===== config.mk =====
export PLATFORM = sky130hd
export DESIGN_NAME = hsl_to_rgb_converter_unit
export DESIGN_NICKNAME = d
export VERILOG_FILES = /design/src/hsl2rgb_pkg.sv /design/src/hsl2rgb_front.sv /design/src/hsl2rgb_fifo.sv /design/src/hsl2rgb_back.sv /design/src/hsl_to_rgb_converter_unit.sv
export SDC_FILE = /design/constraint.sdc
export NUM_CORES = 2
export LEC_CHECK = 0
export ABC_CLOCK_PERIOD_IN_PS = 14000
export BUFFER_PORTS_ARGS = -buffer_cell sky130_fd_sc_hd__clkbuf_2
export CAP_MARGIN = 20
export CELL_PAD_IN_SITES_DETAIL_PLACEMENT = 2
export CELL_PAD_IN_SITES_GLOBAL_PLACEMENT = 2
export CORE_UTILIZATION = 30
export CTS_BUF_LIST = sky130_fd_sc_hd__clkbuf_8 sky130_fd_sc_hd__clkbuf_16
export DETAILED_ROUTE_END_ITERATION = 12
export PLACE_DENSITY_LB_ADDON = 0.1
export SETUP_SLACK_MARGIN = 0.2
export SLEW_MARGIN = 20
export SYNTH_ARGS = -nofsm -noshare
export SYNTH_HDL_FRONTEND = slang
export SYNTH_SLANG_ARGS = --single-unit

===== constraint.sdc =====
create_clock -name clk -period 14 [get_ports clk]
set_clock_uncertainty 0.2 [all_clocks]
set_input_delay 0.7 -clock clk [delete_from_list [all_inputs] [get_ports clk]]
set_output_delay 0.7 -clock clk [all_outputs]
set_load 0.05 [all_outputs]

===== src/hsl2rgb_pkg.sv =====
// Shared types, widths and helper functions of the HSL to RGB converter.
// No dependencies; used by every module of the block.
package hsl2rgb_pkg;

  // Fixed-point format of saturation, lightness and the internal levels
  localparam int FRACTION_BITS = 16;
  localparam int LVL_W         = FRACTION_BITS + 1;   // 0 .. ONE
  localparam int SL_W          = 18;                  // saturation/lightness field
  localparam int CMP_W         = (FRACTION_BITS + 2 > SL_W) ? FRACTION_BITS + 2 : SL_W;
  localparam int SUM_W         = LVL_W + 2;           // signed level sums
  localparam logic [LVL_W-1:0] ONE  = {1'b1, {FRACTION_BITS{1'b0}}};
  localparam logic [LVL_W-1:0] HALF = ONE >> 1;

  // Hue: fraction of a turn, handled in sixths
  localparam int HUE_W  = 16;
  localparam int FRAC_W = HUE_W;                      // position inside a sextant
  localparam int SEXT_W = 3;
  localparam int H6_W   = HUE_W + SEXT_W;
  localparam int WGT_W  = FRAC_W + 1;
  localparam logic [WGT_W-1:0] SIXTH = {1'b1, {FRAC_W{1'b0}}};

  // Sextant arithmetic
  localparam logic [SEXT_W-1:0] TURN_SEXT  = SEXT_W'(6);
  localparam logic [SEXT_W-1:0] THIRD_SEXT = SEXT_W'(2);
  localparam logic [SEXT_W-1:0] SEXT_RISE  = SEXT_W'(0);
  localparam logic [SEXT_W-1:0] SEXT_TOP_A = SEXT_W'(1);
  localparam logic [SEXT_W-1:0] SEXT_TOP_B = SEXT_W'(2);
  localparam logic [SEXT_W-1:0] SEXT_FALL  = SEXT_W'(3);

  localparam int BYTE_W = 8;
  localparam int NCH    = 3;
  localparam int CH_RED   = 0;
  localparam int CH_GREEN = 1;
  localparam int CH_BLUE  = 2;

  // Item queue between front and back
  localparam int QDEPTH = 2;
  localparam int QPTR_W = $clog2(QDEPTH);
  localparam int QCNT_W = $clog2(QDEPTH + 1);

  // Piece of the hue ramp a channel sits on
  typedef enum logic [1:0] {
    RAMP_UP,
    RAMP_HI,
    RAMP_DN,
    RAMP_LO
  } ramp_t;

  // Classified item as queued by the front
  typedef struct packed {
    ramp_t [NCH-1:0]     ramp;
    logic [FRAC_W-1:0]   frac;
    logic [LVL_W-1:0]    sat;
    logic [LVL_W-1:0]    lit;
    logic [BYTE_W-1:0]   alpha;
  } item_t;

  // Clamp a signed input field to [0, ONE]
  function automatic logic [LVL_W-1:0] clamp_in(input logic signed [SL_W-1:0] x);
    logic signed [CMP_W-1:0] xe;
    logic [LVL_W-1:0]        res;
    xe = CMP_W'(x);
    if (xe[CMP_W-1]) begin
      res = '0;
    end else if (xe > signed'(CMP_W'(ONE))) begin
      res = ONE;
    end else begin
      res = LVL_W'(xe);
    end
    return res;
  endfunction

  // Clamp a signed level sum to [0, ONE]
  function automatic logic [LVL_W-1:0] clamp_sum(input logic signed [SUM_W-1:0] x);
    logic [LVL_W-1:0] res;
    if (x[SUM_W-1]) begin
      res = '0;
    end else if (x > signed'(SUM_W'(ONE))) begin
      res = ONE;
    end else begin
      res = LVL_W'(x);
    end
    return res;
  endfunction

  // Map a sextant to its ramp piece
  function automatic ramp_t sextant_ramp(input logic [SEXT_W-1:0] k);
    ramp_t r;
    unique case (k)
      SEXT_RISE:              r = RAMP_UP;
      SEXT_TOP_A, SEXT_TOP_B: r = RAMP_HI;
      SEXT_FALL:              r = RAMP_DN;
      default:                r = RAMP_LO;
    endcase
    return r;
  endfunction

  // floor(clamp(v) * 255 / ONE)
  function automatic logic [BYTE_W-1:0] to_byte(input logic [LVL_W:0] v);
    logic [LVL_W-1:0]        c;
    logic [LVL_W+BYTE_W-1:0] sc;
    c  = (v > {1'b0, ONE}) ? ONE : v[LVL_W-1:0];
    sc = {c, {BYTE_W{1'b0}}} - (LVL_W + BYTE_W)'(c);
    return sc[FRACTION_BITS +: BYTE_W];
  endfunction

endpackage


===== src/hsl2rgb_front.sv =====
// Front end: clamps saturation and lightness and classifies the hue into
// the ramp piece of each channel. Depends on hsl2rgb_pkg.
module hsl2rgb_front (
  input  logic [hsl2rgb_pkg::HUE_W-1:0]       in_hue,
  input  logic signed [hsl2rgb_pkg::SL_W-1:0] in_saturation,
  input  logic signed [hsl2rgb_pkg::SL_W-1:0] in_lightness,
  input  logic [hsl2rgb_pkg::BYTE_W-1:0]      in_alpha_in,
  output hsl2rgb_pkg::item_t                  item
);

  logic [hsl2rgb_pkg::H6_W-1:0]   h6;
  logic [hsl2rgb_pkg::SEXT_W-1:0] k_g;
  logic [hsl2rgb_pkg::SEXT_W-1:0] k_r;
  logic [hsl2rgb_pkg::SEXT_W-1:0] k_b;

  // hue * 6: sextant in the top bits, position in the low bits
  assign h6  = hsl2rgb_pkg::H6_W'({in_hue, 2'b00}) + hsl2rgb_pkg::H6_W'({in_hue, 1'b0});
  assign k_g = h6[hsl2rgb_pkg::H6_W-1 -: hsl2rgb_pkg::SEXT_W];

  // red is a third ahead, blue a third behind, both modulo a turn
  assign k_r = (k_g >= hsl2rgb_pkg::TURN_SEXT - hsl2rgb_pkg::THIRD_SEXT) ?
               k_g - (hsl2rgb_pkg::TURN_SEXT - hsl2rgb_pkg::THIRD_SEXT) :
               k_g + hsl2rgb_pkg::THIRD_SEXT;
  assign k_b = (k_g >= hsl2rgb_pkg::THIRD_SEXT) ?
               k_g - hsl2rgb_pkg::THIRD_SEXT :
               k_g + (hsl2rgb_pkg::TURN_SEXT - hsl2rgb_pkg::THIRD_SEXT);

  // classified item
  always_comb begin
    item = '0;
    item.ramp[hsl2rgb_pkg::CH_RED]   = hsl2rgb_pkg::sextant_ramp(k_r);
    item.ramp[hsl2rgb_pkg::CH_GREEN] = hsl2rgb_pkg::sextant_ramp(k_g);
    item.ramp[hsl2rgb_pkg::CH_BLUE]  = hsl2rgb_pkg::sextant_ramp(k_b);
    item.frac  = h6[hsl2rgb_pkg::FRAC_W-1:0];
    item.sat   = hsl2rgb_pkg::clamp_in(in_saturation);
    item.lit   = hsl2rgb_pkg::clamp_in(in_lightness);
    item.alpha = in_alpha_in;
  end

endmodule


===== src/hsl2rgb_fifo.sv =====
// Short item queue between front and back, flop based.
// Depends on hsl2rgb_pkg.
module hsl2rgb_fifo (
  input  logic               clk,
  input  logic               rst_n,
  input  logic               push_valid,
  output logic               push_ready,
  input  hsl2rgb_pkg::item_t push_item,
  output logic               pop_valid,
  input  logic               pop_ready,
  output hsl2rgb_pkg::item_t pop_item
);

  hsl2rgb_pkg::item_t                   mem_r [hsl2rgb_pkg::QDEPTH];
  logic [hsl2rgb_pkg::QPTR_W-1:0]       wr_ptr_r, wr_ptr_nxt;
  logic [hsl2rgb_pkg::QPTR_W-1:0]       rd_ptr_r, rd_ptr_nxt;
  logic [hsl2rgb_pkg::QCNT_W-1:0]       cnt_r, cnt_nxt;
  logic                                 push, pop;

  localparam logic [hsl2rgb_pkg::QPTR_W-1:0] LAST = hsl2rgb_pkg::QPTR_W'(hsl2rgb_pkg::QDEPTH - 1);

  assign push_ready = (cnt_r != hsl2rgb_pkg::QCNT_W'(hsl2rgb_pkg::QDEPTH));
  assign pop_valid  = (cnt_r != '0);
  assign pop_item   = mem_r[rd_ptr_r];
  assign push       = push_valid && push_ready;
  assign pop        = pop_valid && pop_ready;

  // pointer and fill count update
  always_comb begin
    wr_ptr_nxt = wr_ptr_r;
    rd_ptr_nxt = rd_ptr_r;
    cnt_nxt    = cnt_r;
    if (push) begin
      wr_ptr_nxt = (wr_ptr_r == LAST) ? '0 : wr_ptr_r + 1'b1;
    end
    if (pop) begin
      rd_ptr_nxt = (rd_ptr_r == LAST) ? '0 : rd_ptr_r + 1'b1;
    end
    if (push && !pop) begin
      cnt_nxt = cnt_r + 1'b1;
    end else if (pop && !push) begin
      cnt_nxt = cnt_r - 1'b1;
    end
  end

  always_ff @(posedge clk) begin
    if (!rst_n) begin
      wr_ptr_r <= '0;
      rd_ptr_r <= '0;
      cnt_r    <= '0;
    end else begin
      wr_ptr_r <= wr_ptr_nxt;
      rd_ptr_r <= rd_ptr_nxt;
      cnt_r    <= cnt_nxt;
    end
  end

  // storage, no reset
  always_ff @(posedge clk) begin
    if (push) begin
      mem_r[wr_ptr_r] <= push_item;
    end
  end

endmodule


===== src/hsl2rgb_back.sv =====
// Back end: five-stage pipeline from a classified item to the color bytes;
// the last stage is the output register. Depends on hsl2rgb_pkg.
module hsl2rgb_back (
  input  logic                              clk,
  input  logic                              rst_n,
  input  logic                              pop_valid,
  output logic                              pop_ready,
  input  hsl2rgb_pkg::item_t                pop_item,
  output logic                              out_valid,
  input  logic                              out_ready,
  output logic [hsl2rgb_pkg::BYTE_W-1:0]    out_alpha_out,
  output logic [hsl2rgb_pkg::BYTE_W-1:0]    out_red,
  output logic [hsl2rgb_pkg::BYTE_W-1:0]    out_green,
  output logic [hsl2rgb_pkg::BYTE_W-1:0]    out_blue
);

  localparam int LW   = hsl2rgb_pkg::LVL_W;
  localparam int FB   = hsl2rgb_pkg::FRACTION_BITS;
  localparam int FW   = hsl2rgb_pkg::FRAC_W;
  localparam int WW   = hsl2rgb_pkg::WGT_W;
  localparam int BW   = hsl2rgb_pkg::BYTE_W;
  localparam int SW   = hsl2rgb_pkg::SUM_W;
  localparam int NCH  = hsl2rgb_pkg::NCH;
  localparam int NSTG = 5;

  typedef struct packed {
    logic [LW-1:0]                    ls;
    logic [LW-1:0]                    lit;
    logic [LW-1:0]                    sat;
    logic                             low;
    hsl2rgb_pkg::ramp_t [NCH-1:0]     ramp;
    logic [FW-1:0]                    frac;
    logic [BW-1:0]                    alpha;
  } stg_a_t;

  typedef struct packed {
    logic [LW-1:0]                    m2;
    logic [LW-1:0]                    lit;
    hsl2rgb_pkg::ramp_t [NCH-1:0]     ramp;
    logic [FW-1:0]                    frac;
    logic [BW-1:0]                    alpha;
  } stg_b_t;

  typedef struct packed {
    logic [LW-1:0]                    m1;
    logic [LW-1:0]                    m2;
    logic [LW-1:0]                    d;
    hsl2rgb_pkg::ramp_t [NCH-1:0]     ramp;
    logic [FW-1:0]                    frac;
    logic [BW-1:0]                    alpha;
  } stg_c_t;

  typedef struct packed {
    logic [LW-1:0]                    m1;
    logic [LW-1:0]                    m2;
    logic [NCH-1:0][LW-1:0]           part;
    hsl2rgb_pkg::ramp_t [NCH-1:0]     ramp;
    logic [BW-1:0]                    alpha;
  } stg_d_t;

  typedef struct packed {
    logic [NCH-1:0][BW-1:0]           chan;
    logic [BW-1:0]                    alpha;
  } stg_e_t;

  // ramp weight: rising uses f, falling uses one sixth minus f
  function automatic logic [WW-1:0] ramp_weight(input hsl2rgb_pkg::ramp_t r,
                                                input logic [FW-1:0] f);
    logic [WW-1:0] w;
    unique case (r)
      hsl2rgb_pkg::RAMP_UP: w = {1'b0, f};
      hsl2rgb_pkg::RAMP_DN: w = hsl2rgb_pkg::SIXTH - {1'b0, f};
      default:              w = '0;
    endcase
    return w;
  endfunction

  // channel level before the final clamp
  function automatic logic [LW:0] ramp_level(input hsl2rgb_pkg::ramp_t r,
                                             input logic [LW-1:0] m1,
                                             input logic [LW-1:0] m2,
                                             input logic [LW-1:0] part);
    logic [LW:0] v;
    unique case (r)
      hsl2rgb_pkg::RAMP_UP,
      hsl2rgb_pkg::RAMP_DN: v = {1'b0, m1} + {1'b0, part};
      hsl2rgb_pkg::RAMP_HI: v = {1'b0, m2};
      default:              v = {1'b0, m1};
    endcase
    return v;
  endfunction

  logic [NSTG-1:0]          vld_r, vld_nxt;
  logic                     adv;
  stg_a_t                   a_r, a_nxt;
  stg_b_t                   b_r, b_nxt;
  stg_c_t                   c_r, c_nxt;
  stg_d_t                   d_r, d_nxt;
  stg_e_t                   e_r, e_nxt;
  logic [2*LW-1:0]          ls_prod;
  logic signed [SW-1:0]     m2_sum;
  logic signed [SW-1:0]     m1_sum;
  logic signed [SW-1:0]     d_sum;
  logic [LW-1:0]            m1_clamped;
  logic [NCH-1:0][LW+WW-1:0] ramp_prod;

  // whole pipeline moves unless the output register holds an untaken result
  assign adv       = !vld_r[NSTG-1] || out_ready;
  assign pop_ready = adv;
  assign vld_nxt   = {vld_r[NSTG-2:0], pop_valid};

  // stage A: l * s
  always_comb begin
    ls_prod     = (2*LW)'(pop_item.lit) * (2*LW)'(pop_item.sat);
    a_nxt.ls    = ls_prod[FB +: LW];
    a_nxt.lit   = pop_item.lit;
    a_nxt.sat   = pop_item.sat;
    a_nxt.low   = (pop_item.lit <= hsl2rgb_pkg::HALF);
    a_nxt.ramp  = pop_item.ramp;
    a_nxt.frac  = pop_item.frac;
    a_nxt.alpha = pop_item.alpha;
  end

  // stage B: high level m2
  always_comb begin
    if (a_r.low) begin
      m2_sum = $signed({2'b00, a_r.lit}) + $signed({2'b00, a_r.ls});
    end else begin
      m2_sum = $signed({2'b00, a_r.lit}) + $signed({2'b00, a_r.sat})
             - $signed({2'b00, a_r.ls});
    end
    b_nxt.m2    = hsl2rgb_pkg::clamp_sum(m2_sum);
    b_nxt.lit   = a_r.lit;
    b_nxt.ramp  = a_r.ramp;
    b_nxt.frac  = a_r.frac;
    b_nxt.alpha = a_r.alpha;
  end

  // stage C: low level m1 = 2l - m2 and ramp height
  always_comb begin
    m1_sum      = $signed({1'b0, b_r.lit, 1'b0}) - $signed({2'b00, b_r.m2});
    m1_clamped  = hsl2rgb_pkg::clamp_sum(m1_sum);
    d_sum       = $signed({2'b00, b_r.m2}) - $signed({2'b00, m1_clamped});
    c_nxt.m1    = m1_clamped;
    c_nxt.m2    = b_r.m2;
    c_nxt.d     = hsl2rgb_pkg::clamp_sum(d_sum);
    c_nxt.ramp  = b_r.ramp;
    c_nxt.frac  = b_r.frac;
    c_nxt.alpha = b_r.alpha;
  end

  // stage D: one ramp multiply per channel
  always_comb begin
    d_nxt.m1    = c_r.m1;
    d_nxt.m2    = c_r.m2;
    d_nxt.ramp  = c_r.ramp;
    d_nxt.alpha = c_r.alpha;
    for (int c = 0; c < NCH; c++) begin
      ramp_prod[c]  = (LW+WW)'(c_r.d) * (LW+WW)'(ramp_weight(c_r.ramp[c], c_r.frac));
      d_nxt.part[c] = ramp_prod[c][FW +: LW];
    end
  end

  // stage E: select level, clamp, scale to a byte
  always_comb begin
    e_nxt.alpha = d_r.alpha;
    for (int c = 0; c < NCH; c++) begin
      e_nxt.chan[c] = hsl2rgb_pkg::to_byte(
                        ramp_level(d_r.ramp[c], d_r.m1, d_r.m2, d_r.part[c]));
    end
  end

  always_ff @(posedge clk) begin
    if (!rst_n) begin
      vld_r <= '0;
    end else if (adv) begin
      vld_r <= vld_nxt;
    end
  end

  always_ff @(posedge clk) begin
    if (adv) begin
      a_r <= a_nxt;
      b_r <= b_nxt;
      c_r <= c_nxt;
      d_r <= d_nxt;
      e_r <= e_nxt;
    end
  end

  assign out_valid     = vld_r[NSTG-1];
  assign out_alpha_out = e_r.alpha;
  assign out_red       = e_r.chan[hsl2rgb_pkg::CH_RED];
  assign out_green     = e_r.chan[hsl2rgb_pkg::CH_GREEN];
  assign out_blue      = e_r.chan[hsl2rgb_pkg::CH_BLUE];

endmodule


===== src/hsl_to_rgb_converter_unit.sv =====
// Top level of the HSL to RGB converter: front classifier, item queue and
// back pipeline. Depends on hsl2rgb_pkg and the hsl2rgb_* modules.
//
//   channel   handshake              payload
//   in        in_valid / in_ready    in_hue, in_saturation, in_lightness, in_alpha_in
//   out       out_valid / out_ready  out_alpha_out, out_red, out_green, out_blue
//
// One item per clock sustained while the output is not stalled; an accepted
// item passes the queue, the registers of stages A to D and then the stage E
// output register on its way to out_valid. The pipeline holds a single l*s
// multiplier and one ramp multiplier per channel.
// Reset (rst_n low, synchronous) empties the queue and the pipeline.
// A stalled output freezes the pipeline; the two-entry queue keeps taking
// items until it is full, so in_ready drops only after an output stall.
module hsl_to_rgb_converter_unit (
  input  logic                                clk,
  input  logic                                rst_n,
  input  logic                                in_valid,
  output logic                                in_ready,
  input  logic [hsl2rgb_pkg::HUE_W-1:0]       in_hue,
  input  logic signed [hsl2rgb_pkg::SL_W-1:0] in_saturation,
  input  logic signed [hsl2rgb_pkg::SL_W-1:0] in_lightness,
  input  logic [hsl2rgb_pkg::BYTE_W-1:0]      in_alpha_in,
  output logic                                out_valid,
  input  logic                                out_ready,
  output logic [hsl2rgb_pkg::BYTE_W-1:0]      out_alpha_out,
  output logic [hsl2rgb_pkg::BYTE_W-1:0]      out_red,
  output logic [hsl2rgb_pkg::BYTE_W-1:0]      out_green,
  output logic [hsl2rgb_pkg::BYTE_W-1:0]      out_blue
);

  hsl2rgb_pkg::item_t front_item;
  hsl2rgb_pkg::item_t q_item;
  logic               q_valid;
  logic               q_ready;

  // classify
  hsl2rgb_front u_front (
    .in_hue        (in_hue),
    .in_saturation (in_saturation),
    .in_lightness  (in_lightness),
    .in_alpha_in   (in_alpha_in),
    .item          (front_item)
  );

  // decouple
  hsl2rgb_fifo u_fifo (
    .clk        (clk),
    .rst_n      (rst_n),
    .push_valid (in_valid),
    .push_ready (in_ready),
    .push_item  (front_item),
    .pop_valid  (q_valid),
    .pop_ready  (q_ready),
    .pop_item   (q_item)
  );

  // compute
  hsl2rgb_back u_back (
    .clk           (clk),
    .rst_n         (rst_n),
    .pop_valid     (q_valid),
    .pop_ready     (q_ready),
    .pop_item      (q_item),
    .out_valid     (out_valid),
    .out_ready     (out_ready),
    .out_alpha_out (out_alpha_out),
    .out_red       (out_red),
    .out_green     (out_green),
    .out_blue      (out_blue)
  );

endmodule


* Word-level counts from Yosys, hierarchy flattened
Memory sizes are Yosys's and may differ from the RTL's. A register that Yosys moved wholly into a read port is not among the register bits. Cells that the tools add are included.
Word-level totals: memory bits (writable) 128, logic and storage cells 157, memories kept 1, output and inout port bits 34, register bits 367
Operators by class: equal/unequal tests 19, magnitude comparators 11, add/sub/neg operators 21, reduce and logical (&&, ||, !) cells 27, mux-type cells 31, $mul 4
Memory list:
- u_fifo.mem_r | words 2, bits a word 64, rd ports 1, clocked after memory_dff 1, write ports 1, line hsl2rgb_fifo.sv:14 | hsl2rgb_pkg::item_t mem_r [hsl2rgb_pkg::QDEPTH];
Operator list (count):
- $mux 17 | 11
- $mul 17x17->33 | 4
- $pmux 18 s2 | 3
- $pmux 17 s2 | 3
- $add 17x17->18 | 5
- $sub 24x17->24 | 3
- $gt 19x18->1 const B | 3
- $gt 18x17->1 const B | 3
- $gt 18x18->1 const B | 2
- $add 18x17->19 | 1
- $mux 19 | 1
- $sub 18x17->19 | 1
- $sub 19x18->19 | 1
- $eq 3x2->1 const B | 6
- $pmux 2 s3 | 3
- $sub 17x17->18 | 1
- $le 17x16->1 const B | 1
- $sub 17x16->17 const A | 1
- $reduce_or 2->1 | 8
- $eq 2x2->1 const B | 6
- $logic_not 2->1 | 6
- $eq 3x1->1 const B | 3
- $logic_not 3->1 | 3
- $eq 2x1->1 const B | 3
- 17 further kinds | 31

* Depth between registers and ports, before layout
depth after elaboration 7, gate-level depth with buffers 35

* Hierarchy
From an unflattened synthesis, not the netlist that was laid out.
Unflattened totals: cell total of the unflattened synthesis 6453, area, all modules 63349.5 um^2
By module, submodules not included:
- hsl2rgb_back | instances 1, cells each 6046, sequential area each 10850.4 um^2, area each 57114.8 um^2
- hsl2rgb_fifo | instances 1, cells each 223, sequential area each 3943.8 um^2, area each 4857.2 um^2
- hsl2rgb_front | instances 1, cells each 184, sequential area each 0.0 um^2, area each 1377.6 um^2

* Worst setup path before layout
Ideal clock, no wire load.
path kind input port to flip-flop, from input out_ready, to register u_fifo.cnt_r[1] (netlist name), data required time 13.724 ns, arrival 10.536 ns, stages 7, buffers on the path 0, path slack 3.188 ns, cell sequence nor2b_1 -> inv_1 -> o21ai_0 -> ha_1 -> xor2_1 -> or3_1 -> a21boi_0
On the way: cells in the longest elaborated chain, start to end 5
RTL lines:
- start, declared | line hsl_to_rgb_converter_unit.sv:25 | input logic out_ready,
- $logic_or 1x1->1 (*) | line hsl2rgb_back.sv:108 | assign adv = !vld_r[NSTG-1] || out_ready;
- $logic_and 1x1->1 (*) | line hsl2rgb_fifo.sv:26 | assign pop = pop_valid && pop_ready;
- $logic_not 1->1 | line hsl2rgb_fifo.sv:39 | if (push && !pop) begin
- $logic_and 1x1->1 | line hsl2rgb_fifo.sv:39
- $mux 2 or $reduce_bool 2->1 (tied branches)
- end signal, assigned | line hsl2rgb_fifo.sv:54 | cnt_r <= cnt_nxt;
- end, declared | line hsl2rgb_fifo.sv:17 | logic [hsl2rgb_pkg::QCNT_W-1:0] cnt_r, cnt_nxt;
Mark *: on every way between the ends. The rest lies on a longest branch, timed or not. A chain may end at the register's enable or synchronous reset.

==> qor.yml <==
status:
  status: "completed"
setup_path:
  cp_slowest_cell: "nor2_2"
  cp_max_fo: 17
  cp.required_ps: 14220
  crit_type: "reg -> reg"
  worst_setup_path_end_kind: "flop"
  crit_arrival_ps: 10170
  crit_top_cell: "fa_1"
  slowest_delay_ps: 730
  critPathBufInv: 4
  critPathLaunchType: "flop"
  crit_family: "adder cells"
cts:
  cts-buffers-inserted: 60
  post_cts_buffers: 0
  htreeDepth: 2
  clk_path_buf_depth: 3
  clk_pin_slew_ps: 60
  cts.root.buffer_cell: "clkbuf_16"
  clock_sinks: 491
  cts_resized: 0
  clock_latency_ps: 720
  hold_buffers: 9
  cts_tree: "yes"
place:
  gp_congestion: 0.801
  dpl.cell_count: 8949
  placed_area_sq_um: 65600
  port_buffers: 97
  hpwl_um: 155000
  place_ws_ps: 3980
timing:
  fin_setup_tns_ps: 0
  tightest_slew_ps: 1080
  finalCritPeriodShare_pct: 71.1
  hold_violations: 0
  setup_violations: 0
  min_period_ps: 9950
  finalMaxSlewViolations: 0
  rsz0062_at_grt: "false"
  slew_headroom_pct: 27.8
  max_freq_ghz: 0.101
  setup_slack_ps: 4050
logic_synthesis:
  yosysSeqAreaShare_pct: 23.7
  synth_area_sq_um: 61800
  synth-seq-cells: 491
  synth_fp_nets: 7813
  ys.flop_type: "edfxtp_1"
  synthArstFlopShare_pct: 0
  ys_warn_count: 0
  synth_area_per_cell_sq_um: 9.83
  synth_edf_count: 481
  ys_types: 97
  synth_cells: 6283
final_layout:
  final_cell_mix: "inv_1, fa_1, nand2_1"
  areaGrowthSynthToFinish_pct: 9.56
  final_cell_count_no_fill: 9072
  layout-drive-gt1-share_pct: 6.85
  stdcell_area_sq_um: 67700
  nets: 7863
  final_common_cell: "inv_1"
  fillCellCount: 22298
drt:
  drtAntennaViolNets: 0
  wire_per_inst_um: 21.7
  drt_iter0_markers: 1344
  wl_um: 197000
  dr.pass1.iters: 4
  viasPerCell: 4.80
  vias: 43503
  drc: 0
floorplan:
  core_sq_um: 205000
  initial_core_util_pct: 30.2
  pin_count: 98
  die_area_sq_um: 208000
  die_y_um: 456
  die_w_um: 456
  row_count: 166
grt:
  grt_use_total_pct: 19.4
  grt_max_degree: 111
  grt_pass1_wl_um: 311000
  gr-total-overflow: 0
  grt_pass1_vias: 51073
  antenna_found_initial: 11
min_path:
  worstHoldPathType: "in -> reg"
flow_run:
  max-cap-violations: 0
## metal layers
layer	track usage [%]	vias to the layer above	wire, um
met3	1.54	183	3290
met2	35.5	323	100000
met1	24.7	22747	88900
met4	4.34	2	4520
li1	-	20248	-
met5	0	-	12
## flip-flops by register name, summed over array words and instances, names as in the netlist, named ones only
register / flops
u_fifo.wr_ptr_r: 1
u_back.c_r: 80
u_fifo.rd_ptr_r: 1
u_back.out_red: 8
u_back.vld_r: 5
u_back.a_r: 81
u_fifo.cnt_r: 2
u_back.out_blue: 8
u_back.out_green: 8
u_back.d_r: 99
u_fifo.mem_r: 126
u_back.out_alpha_out: 8
u_back.b_r: 63
## Yosys cell counts (all sizes together) (20+ instances only)
cell	number	share of area, %
xnor2	128	1.8
clkbuf	196	1.2
a211oi	39	0.51
a21oi	149	1.2
nor2	301	1.8
fa	848	27
a31oi	25	0.25
and2	426	4.3
nand2b	38	0.38
a21o	86	1.0
o21a	43	0.52
or3	29	0.35
and3	21	0.21
ha	618	13
mux2i	71	1.2
buf	31	0.25
mux2	55	1.0
nand4	20	0.20
nor2b	38	0.38
nor3	71	0.60
nand2	844	5.1
inv	1159	7.0
nor4	24	0.24
edfxtp	481	23
o21ai	124	1.0
nand3	41	0.33
xor2	100	1.4
## cell type report
cell class,count,area [sq um],area share [%]
Multi-Input combinational cell,4405,41900,62.0
Sequential cell,491,14600,21.6
Inverter,1160,4360,6.45
Tap cell,2688,3360,4.97
Clock buffer,62,1550,2.29
Timing Repair Buffer,215,1400,2.07
Clock inverter,47,382,0.564
Antenna cell,4,10.0,0.0148
## worst paths after layout
path                           startpoint                       endpoint  slack (ps)  cells after the start
setup / recovery  u_back.c_r[9]$_DFFE_PN_       u_back.d_r[29]$_DFFE_PN_        4050                     30
hold / removal          in_saturation[12]  u_fifo.mem_r[1][37]$_DFFE_PP_         110                      2
setup reg to reg  u_back.c_r[9]$_DFFE_PN_       u_back.d_r[29]$_DFFE_PN_        4050                     30
hold reg to reg   u_back.b_r[7]$_DFFE_PN_        u_back.c_r[7]$_DFFE_PN_         210                      0
## stage by stage
step	utilization, %	hold WS [ps]
after floorplan	-	200
after global placement	32.1	202
after detailed placement	32.1	206
after CTS	33.1	31.3
after global routing	33.1	67.8
final	33.1	108
## logic make-up after synthesis
group	after synthesis	share of synthesized area, %
adder cells (fa/ha/maj)	1467	40.0
buffers and inverters	1387	8.49
multiplexers	126	2.15
flip-flops	491	23.7
AO/OA/AOI/OAI	671	7.54
XOR/XNOR	228	3.23
AND/OR/NAND/NOR	1913	14.8
Power is not shown: default switching activity piles up to over one toggle a cycle in this logic, so the estimate is an artifact.
